[src/hdl/isps_pkg.sv]
// ----------------------------------------------------------------------------
// isps_pkg: shared types and constants of the interrupt priority selector
// Field types, item structs, register indexes and the fixed group table.
// ----------------------------------------------------------------------------
package isps_pkg;

    typedef logic [16:0] cause_t;
    typedef logic [15:0] half_t;
    typedef logic [31:0] word_t;
    typedef logic [4:0]  irq_num_t;
    typedef logic [7:0]  cfg_index_t;

    localparam cfg_index_t REG_USER_MASK   = 8'd0;
    localparam cfg_index_t REG_SYSTEM_MASK = 8'd1;

    localparam int NUM_GROUPS = 12;

    // Groups in decreasing priority; the last one catches everything.
    localparam word_t GROUP_TABLE [NUM_GROUPS] = '{
        32'h0000_0100, 32'h0000_0040, 32'hf800_0000, 32'h0000_0200,
        32'h0000_0080, 32'h0000_0010, 32'h0000_3000, 32'h0000_0020,
        32'h03ff_8c00, 32'h4000_0000, 32'h0000_4000, 32'hffff_ffff
    };

    localparam irq_num_t RECORD_LIMIT = 5'd4;

    typedef struct packed {
        cause_t cause_word;
        cause_t cause_enable;
        half_t  memory_flags;
        half_t  dsp_control;
        word_t  audio_control;
        word_t  port0_control;
        word_t  port1_control;
        word_t  port2_control;
    } in_item_t;

    typedef struct packed {
        logic     taken;
        irq_num_t interrupt_number;
        word_t    pending_vector;
        logic     record_last;
    } out_item_t;

    typedef struct packed {
        word_t user_mask;
        word_t system_mask;
    } masks_t;

endpackage

[src/hdl/isps_channels.sv]
// ----------------------------------------------------------------------------
// isps_channels: valid/ready channel interfaces
// Snapshot input channel, result channel and configuration write channel.
// ----------------------------------------------------------------------------
interface isps_item_if;
    logic               valid;
    logic               ready;
    isps_pkg::cause_t   cause_word;
    isps_pkg::cause_t   cause_enable;
    isps_pkg::half_t    memory_flags;
    isps_pkg::half_t    dsp_control;
    isps_pkg::word_t    audio_control;
    isps_pkg::word_t    port0_control;
    isps_pkg::word_t    port1_control;
    isps_pkg::word_t    port2_control;

    modport source (output valid, cause_word, cause_enable, memory_flags, dsp_control,
                    audio_control, port0_control, port1_control, port2_control,
                    input ready);
    modport sink   (input valid, cause_word, cause_enable, memory_flags, dsp_control,
                    audio_control, port0_control, port1_control, port2_control,
                    output ready);
endinterface

interface isps_result_if;
    logic               valid;
    logic               ready;
    logic               taken;
    isps_pkg::irq_num_t interrupt_number;
    isps_pkg::word_t    pending_vector;
    logic               record_last;

    modport source (output valid, taken, interrupt_number, pending_vector, record_last,
                    input ready);
    modport sink   (input valid, taken, interrupt_number, pending_vector, record_last,
                    output ready);
endinterface

interface isps_cfg_if;
    logic                 valid;
    logic                 ready;
    isps_pkg::cfg_index_t index;
    isps_pkg::word_t      data;

    modport source (output valid, index, data, input ready);
    modport sink   (input valid, index, data, output ready);
endinterface

[src/hdl/isps_cfg_regs.sv]
// ----------------------------------------------------------------------------
// isps_cfg_regs: mask register file
// Holds the user and system mask registers written over the config channel.
// ----------------------------------------------------------------------------
module isps_cfg_regs import isps_pkg::*;
(
    input  logic        clk,
    input  logic        rst_n,
    isps_cfg_if.sink    cfg,
    output masks_t      masks
);

    word_t user_mask_reg;
    word_t system_mask_reg;

    assign cfg.ready = 1'b1;

    // Writes to indexes beyond the two masks are accepted and dropped.
    always_ff @(posedge clk or negedge rst_n)
    begin
        if (!rst_n)
        begin
            user_mask_reg   <= '0;
            system_mask_reg <= '0;
        end
        else if (cfg.valid)
        begin
            case (cfg.index)
                REG_USER_MASK:   user_mask_reg   <= cfg.data;
                REG_SYSTEM_MASK: system_mask_reg <= cfg.data;
                default:         ;
            endcase
        end
    end

    assign masks.user_mask   = user_mask_reg;
    assign masks.system_mask = system_mask_reg;

endmodule

[src/hdl/isps_map_select.sv]
// ----------------------------------------------------------------------------
// isps_map_select: source remap, masking and priority encode
// Turns one status snapshot into the pending vector and the chosen interrupt.
// ----------------------------------------------------------------------------
module isps_map_select import isps_pkg::*;
(
    input  in_item_t  item,
    input  masks_t    masks,
    output out_item_t result
);

    word_t    raw_vec;
    word_t    vec;
    word_t    group_bits;
    logic     gate_open;
    logic     group_found;
    irq_num_t num;

    assign gate_open = |(item.cause_word[15:0] & item.cause_enable[15:0]);

    // Bit 31 of the vector is OS interrupt 0.
    always_comb
    begin
        raw_vec = '0;
        if (item.cause_word[7])
        begin
            raw_vec[31:27] = {item.memory_flags[0], item.memory_flags[1],
                              item.memory_flags[2], item.memory_flags[3],
                              item.memory_flags[4]};
        end
        if (item.cause_word[6])
        begin
            raw_vec[26] = item.dsp_control[3];
            raw_vec[25] = item.dsp_control[5];
            raw_vec[24] = item.dsp_control[7];
        end
        if (item.cause_word[5])
        begin
            raw_vec[23] = item.audio_control[3];
        end
        if (item.cause_word[4])
        begin
            raw_vec[22] = item.port0_control[1];
            raw_vec[21] = item.port0_control[3];
            raw_vec[20] = item.port0_control[11];
            raw_vec[19] = item.port1_control[1];
            raw_vec[18] = item.port1_control[3];
            raw_vec[17] = item.port1_control[11];
            raw_vec[16] = item.port2_control[1];
            raw_vec[15] = item.port2_control[3];
        end
        raw_vec[14] = item.cause_word[11];
        raw_vec[13] = item.cause_word[9];
        raw_vec[12] = item.cause_word[10];
        raw_vec[11] = item.cause_word[3];
        raw_vec[10] = item.cause_word[2];
        raw_vec[9]  = item.cause_word[1];
        raw_vec[8]  = item.cause_word[0];
        raw_vec[7]  = item.cause_word[8];
        raw_vec[6]  = item.cause_word[12];
        raw_vec[5]  = item.cause_word[13];
        raw_vec[4]  = item.cause_word[14];
    end

    assign vec = gate_open ? (raw_vec & ~(masks.user_mask | masks.system_mask)) : '0;

    // Walk the table from lowest priority up so the first non-empty group wins.
    always_comb
    begin
        group_bits  = '0;
        group_found = 1'b0;
        for (int g = NUM_GROUPS - 1; g >= 0; g--)
        begin
            if (|(vec & GROUP_TABLE[g]))
            begin
                group_bits  = vec & GROUP_TABLE[g];
                group_found = 1'b1;
            end
        end
    end

    // Leading-zero count: the highest set bit overrides the lower ones.
    always_comb
    begin
        num = '0;
        for (int b = 0; b < 32; b++)
        begin
            if (group_bits[b])
            begin
                num = irq_num_t'(31 - b);
            end
        end
    end

    assign result.taken            = group_found;
    assign result.interrupt_number = num;
    assign result.pending_vector   = vec;
    assign result.record_last      = group_found && (num > RECORD_LIMIT);

endmodule

[src/hdl/interrupt_source_priority_select.sv]
// ----------------------------------------------------------------------------
// interrupt_source_priority_select: interrupt source priority selector
// Registers a status snapshot, remaps and masks it, and picks one interrupt.
// ----------------------------------------------------------------------------
// Each beat on in_item is one snapshot of the interrupt status registers; each
// beat on result carries the selection for one snapshot, in order. Every
// snapshot gives exactly one result beat, with taken low when nothing is
// pending after the cause gate and the masks.
// The snapshot is captured in an input register, the remap, masking and
// priority encode are combinational, and the result sits in an output
// register that drives result valid. A new snapshot is accepted every
// cycle while the receiver takes each result beat: one beat per cycle.
// When the receiver stalls, the output register holds its beat and the input
// register keeps accepting until it too is full; ready on in_item then drops
// until the result beat is taken.
// The cfg channel is always ready; index 0 writes the user mask, index 1 the
// system mask, other indexes are dropped. Write masks only while idle.
// Reset clears both masks and empties both registers; no clearing pass.
// ----------------------------------------------------------------------------
module interrupt_source_priority_select import isps_pkg::*;
(
    input  logic          clk,
    input  logic          rst_n,
    isps_item_if.sink     in_item,
    isps_result_if.source result,
    isps_cfg_if.sink      cfg
);

    masks_t    masks;
    in_item_t  in_data;
    in_item_t  stage_reg;
    logic      stage_valid_reg;
    out_item_t sel_result;
    out_item_t out_reg;
    logic      out_valid_reg;
    logic      out_load;
    logic      stage_load;

    isps_cfg_regs u_cfg_regs
    (
        .clk   (clk),
        .rst_n (rst_n),
        .cfg   (cfg),
        .masks (masks)
    );

    isps_map_select u_map_select
    (
        .item   (stage_reg),
        .masks  (masks),
        .result (sel_result)
    );

    assign in_data.cause_word    = in_item.cause_word;
    assign in_data.cause_enable  = in_item.cause_enable;
    assign in_data.memory_flags  = in_item.memory_flags;
    assign in_data.dsp_control   = in_item.dsp_control;
    assign in_data.audio_control = in_item.audio_control;
    assign in_data.port0_control = in_item.port0_control;
    assign in_data.port1_control = in_item.port1_control;
    assign in_data.port2_control = in_item.port2_control;

    // The output register loads whenever it is empty or its beat leaves now.
    assign out_load      = !out_valid_reg || result.ready;
    assign stage_load    = !stage_valid_reg || out_load;
    assign in_item.ready = stage_load;

    always_ff @(posedge clk or negedge rst_n)
    begin
        if (!rst_n)
        begin
            stage_valid_reg <= 1'b0;
            out_valid_reg   <= 1'b0;
        end
        else
        begin
            if (stage_load)
            begin
                stage_valid_reg <= in_item.valid;
            end
            if (out_load)
            begin
                out_valid_reg <= stage_valid_reg;
            end
        end
    end

    always_ff @(posedge clk)
    begin
        if (stage_load && in_item.valid)
        begin
            stage_reg <= in_data;
        end
        if (out_load && stage_valid_reg)
        begin
            out_reg <= sel_result;
        end
    end

    assign result.valid            = out_valid_reg;
    assign result.taken            = out_reg.taken;
    assign result.interrupt_number = out_reg.interrupt_number;
    assign result.pending_vector   = out_reg.pending_vector;
    assign result.record_last      = out_reg.record_last;

endmodule

[src/flat_wrapper.sv]
// flat-port wrapper written by rule: the top's interface ports become plain ports
module interrupt_source_priority_select_flat import isps_pkg::*;
  (clk, rst_n, in_item_valid, in_item_cause_word, in_item_cause_enable, in_item_memory_flags, in_item_dsp_control, in_item_audio_control, in_item_port0_control, in_item_port1_control, in_item_port2_control, in_item_ready, result_valid, result_taken, result_interrupt_number, result_pending_vector, result_record_last, result_ready, cfg_valid, cfg_index, cfg_data, cfg_ready);
  isps_item_if in_item_i ();
  isps_result_if result_i ();
  isps_cfg_if cfg_i ();
  input  logic clk;
  input  logic rst_n;
  input wire logic [$bits(in_item_i.valid)-1:0] in_item_valid;
  input wire logic [$bits(in_item_i.cause_word)-1:0] in_item_cause_word;
  input wire logic [$bits(in_item_i.cause_enable)-1:0] in_item_cause_enable;
  input wire logic [$bits(in_item_i.memory_flags)-1:0] in_item_memory_flags;
  input wire logic [$bits(in_item_i.dsp_control)-1:0] in_item_dsp_control;
  input wire logic [$bits(in_item_i.audio_control)-1:0] in_item_audio_control;
  input wire logic [$bits(in_item_i.port0_control)-1:0] in_item_port0_control;
  input wire logic [$bits(in_item_i.port1_control)-1:0] in_item_port1_control;
  input wire logic [$bits(in_item_i.port2_control)-1:0] in_item_port2_control;
  output wire logic [$bits(in_item_i.ready)-1:0] in_item_ready;
  output wire logic [$bits(result_i.valid)-1:0] result_valid;
  output wire logic [$bits(result_i.taken)-1:0] result_taken;
  output wire logic [$bits(result_i.interrupt_number)-1:0] result_interrupt_number;
  output wire logic [$bits(result_i.pending_vector)-1:0] result_pending_vector;
  output wire logic [$bits(result_i.record_last)-1:0] result_record_last;
  input wire logic [$bits(result_i.ready)-1:0] result_ready;
  input wire logic [$bits(cfg_i.valid)-1:0] cfg_valid;
  input wire logic [$bits(cfg_i.index)-1:0] cfg_index;
  input wire logic [$bits(cfg_i.data)-1:0] cfg_data;
  output wire logic [$bits(cfg_i.ready)-1:0] cfg_ready;
  assign in_item_i.valid = in_item_valid;
  assign in_item_i.cause_word = in_item_cause_word;
  assign in_item_i.cause_enable = in_item_cause_enable;
  assign in_item_i.memory_flags = in_item_memory_flags;
  assign in_item_i.dsp_control = in_item_dsp_control;
  assign in_item_i.audio_control = in_item_audio_control;
  assign in_item_i.port0_control = in_item_port0_control;
  assign in_item_i.port1_control = in_item_port1_control;
  assign in_item_i.port2_control = in_item_port2_control;
  assign in_item_ready = in_item_i.ready;
  assign result_valid = result_i.valid;
  assign result_taken = result_i.taken;
  assign result_interrupt_number = result_i.interrupt_number;
  assign result_pending_vector = result_i.pending_vector;
  assign result_record_last = result_i.record_last;
  assign result_i.ready = result_ready;
  assign cfg_i.valid = cfg_valid;
  assign cfg_i.index = cfg_index;
  assign cfg_i.data = cfg_data;
  assign cfg_ready = cfg_i.ready;
  interrupt_source_priority_select u_core (.clk(clk), .rst_n(rst_n), .in_item(in_item_i), .result(result_i), .cfg(cfg_i));
endmodule
[config.mk]
export PLATFORM = sky130hd
export DESIGN_NAME = interrupt_source_priority_select_flat
export DESIGN_NICKNAME = d
export VERILOG_FILES = /design/src/hdl/isps_pkg.sv /design/src/hdl/isps_channels.sv /design/src/hdl/isps_cfg_regs.sv /design/src/hdl/isps_map_select.sv /design/src/hdl/interrupt_source_priority_select.sv /design/src/flat_wrapper.sv
export SDC_FILE = /design/constraint.sdc
export NUM_CORES = 1
export LEC_CHECK = 0
export BUFFER_PORTS_ARGS = -buffer_cell sky130_fd_sc_hd__buf_2
export CORE_MARGIN = 3
export CORE_UTILIZATION = 33
export DETAILED_ROUTE_END_ITERATION = 8
export PLACE_DENSITY = 0.68
export SYNTH_ARGS = -nofsm -noshare
export SYNTH_HDL_FRONTEND = slang
export SYNTH_SLANG_ARGS = --single-unit
[constraint.sdc]
create_clock -name clk -period 2.8 [get_ports clk]
set_input_delay 0.28 -clock clk [delete_from_list [all_inputs] [get_ports clk]]
set_output_delay 0.28 -clock clk [all_outputs]
set_load 0.02 [all_outputs]
# [After elaboration in Yosys (flattened, before gate mapping)]
# Index checks and enable logic that the tools add are counted.
[word_totals] out_inout_bits=42 rom_bits=0 ff_bits=182 memories=0 elab_cells=98 latchBits=0 mem_bits_rw=0
[classes] n_bitwise=4 n_lt_le_gt_ge=1 n_reduce_logical=15 mul=0 n_eq_ne=1 shift=0 n_addsub=0 muxes=61 n_div=0
[ops] cell="two-way mux 32 bit" n=13
[ops] cell="two-way mux 5 bit" n=33
[ops] cell="bitwise AND 32 bit" n=1
[ops] cell="inverter 32 bit" n=1
[ops] cell="bitwise OR 32 bit" n=1
[ops] cell="OR reduction 32 bit" n=1
[ops] cell="bitwise AND 16 bit" n=1
[ops] cell="OR reduction 16 bit" n=1
[ops] cell="two-way mux 1 bit" n=13
[ops] cell="OR reduction 13 bit" n=1
[ops] cell="equality test 8 x 1 -> 1 bit (second input constant)" n=1
[ops] cell="logical NOT 8 bit" n=1
[ops] cell="two-way mux 8 bit" n=1
[ops] cell="> comparator 5 x 3 -> 1 bit (second input constant)" n=1
[ops] cell="OR reduction 5 bit" n=1
[ops] cell="AND reduction 2 bit" n=2
[ops] cell="logical AND 1 bit" n=3
[ops] cell="two-way mux 3 bit" n=1
[ops] cell="logical NOT 1 bit" n=2
[ops] cell="logical OR 1 bit" n=2
[ops] cell="OR reduction 2 bit" n=1

# [Depth between registers and ports, before layout]
[logic_depth] word_depth=51 mapped_depth=9 depth_no_buf=8

# [Hierarchy]
# From an unflattened synthesis, not the netlist that was laid out.
[unflattened] hier_cells=571 area_unflattened_um2=10835.4
[by_module_without_submodules] module="interrupt_source_priority_select" instances=1 area_each_um2=7100.6 cells_per_inst=241
[by_module_without_submodules] module="isps_cfg_regs" instances=1 area_each_um2=2541.2 cells_per_inst=142
[by_module_without_submodules] module="isps_map_select" instances=1 area_each_um2=1193.6 cells_per_inst=188

# [Least setup slack after synthesis]
# Ideal clock, no wire load.
[synth_path] path_kind="register -> register" from="register u_core.stage_reg[184] (netlist name)" to="register u_core.out_reg, in the netlist u_core.result.record_last (data pin)" setup_ns=0.259 slack_ns=0.020 t_required_ns=2.541 t_arrival_ns=2.521 path_stages_with_launch=9 period_less_slack_ns=2.780 path_buffers=0 cell_sequence="edfxtp_1 nor4bb_1 or3_1 o31a_1 o41a_1 o2111a_1 a211o_1 o21bai_1 a211o_1"
[synth_rtl] item="from (decl)" line="interrupt_source_priority_select.sv:31" rtl="in_item_t stage_reg;"
[synth_rtl] item="from (signal assigned)" line="interrupt_source_priority_select.sv:92" rtl="stage_reg <= in_data;"
[synth_rtl] item="to (signal assigned)" line="interrupt_source_priority_select.sv:96" rtl="out_reg <= sel_result;"
[synth_rtl] item="to (decl)" line="interrupt_source_priority_select.sv:34" rtl="out_item_t out_reg;"

==> flow_summary.toml <==
[sta]
fin_skew_ns = 0.008853
post-route-min-period_ns = 2.836
rsz0062_at_grt = "yes"
finalSetupViolations = 1
hold_slack_ns = 0.02343
final_hold_viol_count = 0
drv_slew = 0
max_slew_margin_pct = 47.27
tightest_slew_ns = 0.7892
setup_slack_ns = -0.03555
max_freq_ghz = 0.3527
post-route-period-util_pct = 101.3
timing.setup.tns_ns = -0.03555

[worst_setup_path]
path_cells = "nor3b_2, or3_4, o31a_1, o41a_1, o2111a_1, a211o_1, o21bai_1, a211o_1"
slowest_stage = "or3_4"
end_kind = "flip-flop"
critPathBufInv = 0
startpoint_type = "flip-flop"
reg2reg_setup_slack_ns = -0.04
crit_arrival_ns = 3.01
worst_ep_required_time_ns = 2.97
critical-path-top-delay-family = "compound AO/OA/AOI/OAI gates"
slowest_delay_ns = 0.39
cpMostUsedCell = "a211o_1"
cp_max_fo = 3
path_class = "flip-flop to flip-flop"

[layout]
drive_gt1_share_pct = 47.39
nNetsFinal = 821
area_growth_pct = 31.19
antenna_cells = 0
finalNonFillerCells = 820
largest_reg_flops = 49

[drt]
routed_wirelength_mm = 14.72
num_vias = 4013
ant_nets = 0
post-route-drc-count = 0
viasPerCell = 4.894
dr.pass1.iters = 4
drt_iter0_drc = 226
wl_per_cell_um = 17.95

[logic_synthesis]
ys_top_cells_by_count = "84 x edfxtp_1, 58 x dfrtp_1, 56 x mux2_2"
ys_seq_area_share_pct = 67.26
ys_warn_count = 0
yosysMostFrequentCell = "edfxtp_1"
synth_edf_count = 84
synth.area.top_cells = "edfxtp_1 43%, dfrtp_1 25%, mux2_2 11%"
ys_seq_elements = 142
async_reset_ff_share_pct = 40.85
yosysTopAreaCell = "edfxtp_1"
synthFlopType = "edfxtp_1"
ys_types = 54
netlist.area_leader.share_pct = 42.69
synth_area_mm2 = 0.005908
syn_inst = 403
postSynthAreaPerCell_um2 = 14.66

[place]
gp_congestion = 0.8686
port_buffers = 126
dp_cells = 785
pre_cts_slack_ns = -0.1948
hpwl_mm = 10.79

[floorplanning]
die_y_um = 139.8
fp-row-count = 48
die-area_mm2 = 0.01955
start_util_pct = 33.92
core_mm2 = 0.01742
die_x_um = 139.8
ios = 281

[power]
power_density_mw_per_mm2 = 677.8
power.share.clock_pct = 42.6
sequentialPowerShare_pct = 46.4
power.switching_mw = 1.298
ir_worst_vdd_uv = 475.2
leakage_nw = 3.400
finalPower_mw = 5.254
combPwrFrac_pct = 11.0
p_int_mw = 3.956
sw_frac_of_total_pct = 24.70

[clock_tree]
cts_buffers = 17
cts_tree = "done"
clkTransAtPathRegs_ns = 0.06
clockRootBuffer = "clkbuf_16"
cts_buffer_depth = 2
htreeDepth = 4
cts.sinks = 142
clk_latency_ns = 0.43

[run]
max-cap-violations = 0

[global_route]
antenna_found_initial = 1
track_usage_pct = 15.57
grt_pass1_vias = 4257
grt_pass1_wl_mm = 23.34
overflow = 0
grt_max_degree = 50

[status]
violations = "setup timing"
status = "finished, violations left"

[min_path]
hold_path.class = "input pin to flip-flop"
## what timing repair did
item / 4_1_cts / 5_1_grt
gates cloned: 0 / 0
endpoints found under the setup margin: 1 / 5
pin swaps: 6 / 7
hold endpoints to repair: 15 / 0
gates resized for setup: 3 / 7
hold buffers: 1 / 0
setup buffers: 3 / 0
## routing by layer
layer	GRT usage, %	share of wire [%]
met5	0	0.088
met3	4.845	5.6
met1	20.97	45
met2	24.36	48
met4	4.589	1.2
## placed cells by master (no fill, tap or decap), types with 5 or more instances in the layout
master     netlist  layout
a21oi_1          7       7
buf_4            5      45
nand2_1         15      15
edfxtp_1        84      84
nor3_1           5       5
o21ai_0          8       8
clkbuf_16        0      17
nand3_1          7       7
conb_1           2       5
buf_2            0     126
or3b_2          12      12
mux2_2          56      56
nor2_1          36      35
nor3b_1         16      14
nand2b_1         7       7
dfrtp_1         58      58
## cells by family after synthesis
group                  after synthesis  share of synthesized area (%)
flip-flops                         142                          67.26
multiplexers                        56                          10.67
other                                2                         0.1271
AO/OA/AOI/OAI                       56                          7.243
buffers and inverters               15                          1.271
AND/OR/NAND/NOR                    132                          13.43
## power groups by stage
stage / Combinational (mW) / Sequential [mW] / Clock, mW
final: 0.577 / 2.44 / 2.24
after global routing: 0.633 / 2.45 / 2.39
after CTS: 0.579 / 2.44 / 2.29
after detailed placement: 0.566 / 2.48 / 0
after global placement: 0.556 / 2.47 / 0
after floorplan: 0.250 / 2.52 / 0
## per-stage QoR
stage	area, um^2	util (%)
2_1_floorplan	5919	-
4_1_cts	7721	44.33
5_1_grt	7751	44.50
3_3_place_gp	7083	40.67
6_report	7751	44.50
3_5_place_dp	7083	40.67
## path summary, 6_finish.rpt
kind                                               startpoint                                              end  cells after the start
min                                    in_item_dsp_control[7]                  u_core.stage_reg[135]$_DFFE_PP_                      1
max in group asynchronous                               rst_n  u_core.u_cfg_regs.user_mask_reg[12]$_DFFE_PN0P_                      3
max                           u_core.stage_reg[148]$_DFFE_PP_              u_core.result.record_last$_DFFE_PP_                      8
min reg2reg                u_core.stage_valid_reg$_DFFE_PN0N_                  u_core.result.valid$_DFFE_PN0P_                      1
max reg2reg                   u_core.stage_reg[148]$_DFFE_PP_              u_core.result.record_last$_DFFE_PP_                      8
min in group asynchronous                               rst_n  u_core.u_cfg_regs.user_mask_reg[20]$_DFFE_PN0P_                      2
## area by class of cell
type	instances	area, um^2
clock buffers	17	425.4
well taps	225	281.5
fillers	1596	9666
flip-flops and latches	142	3974
repair buffers	172	978.4
clock inverters	15	160.2
multi-input cells	249	1932
No activity file was read; power rests on OpenSTA's default activity.
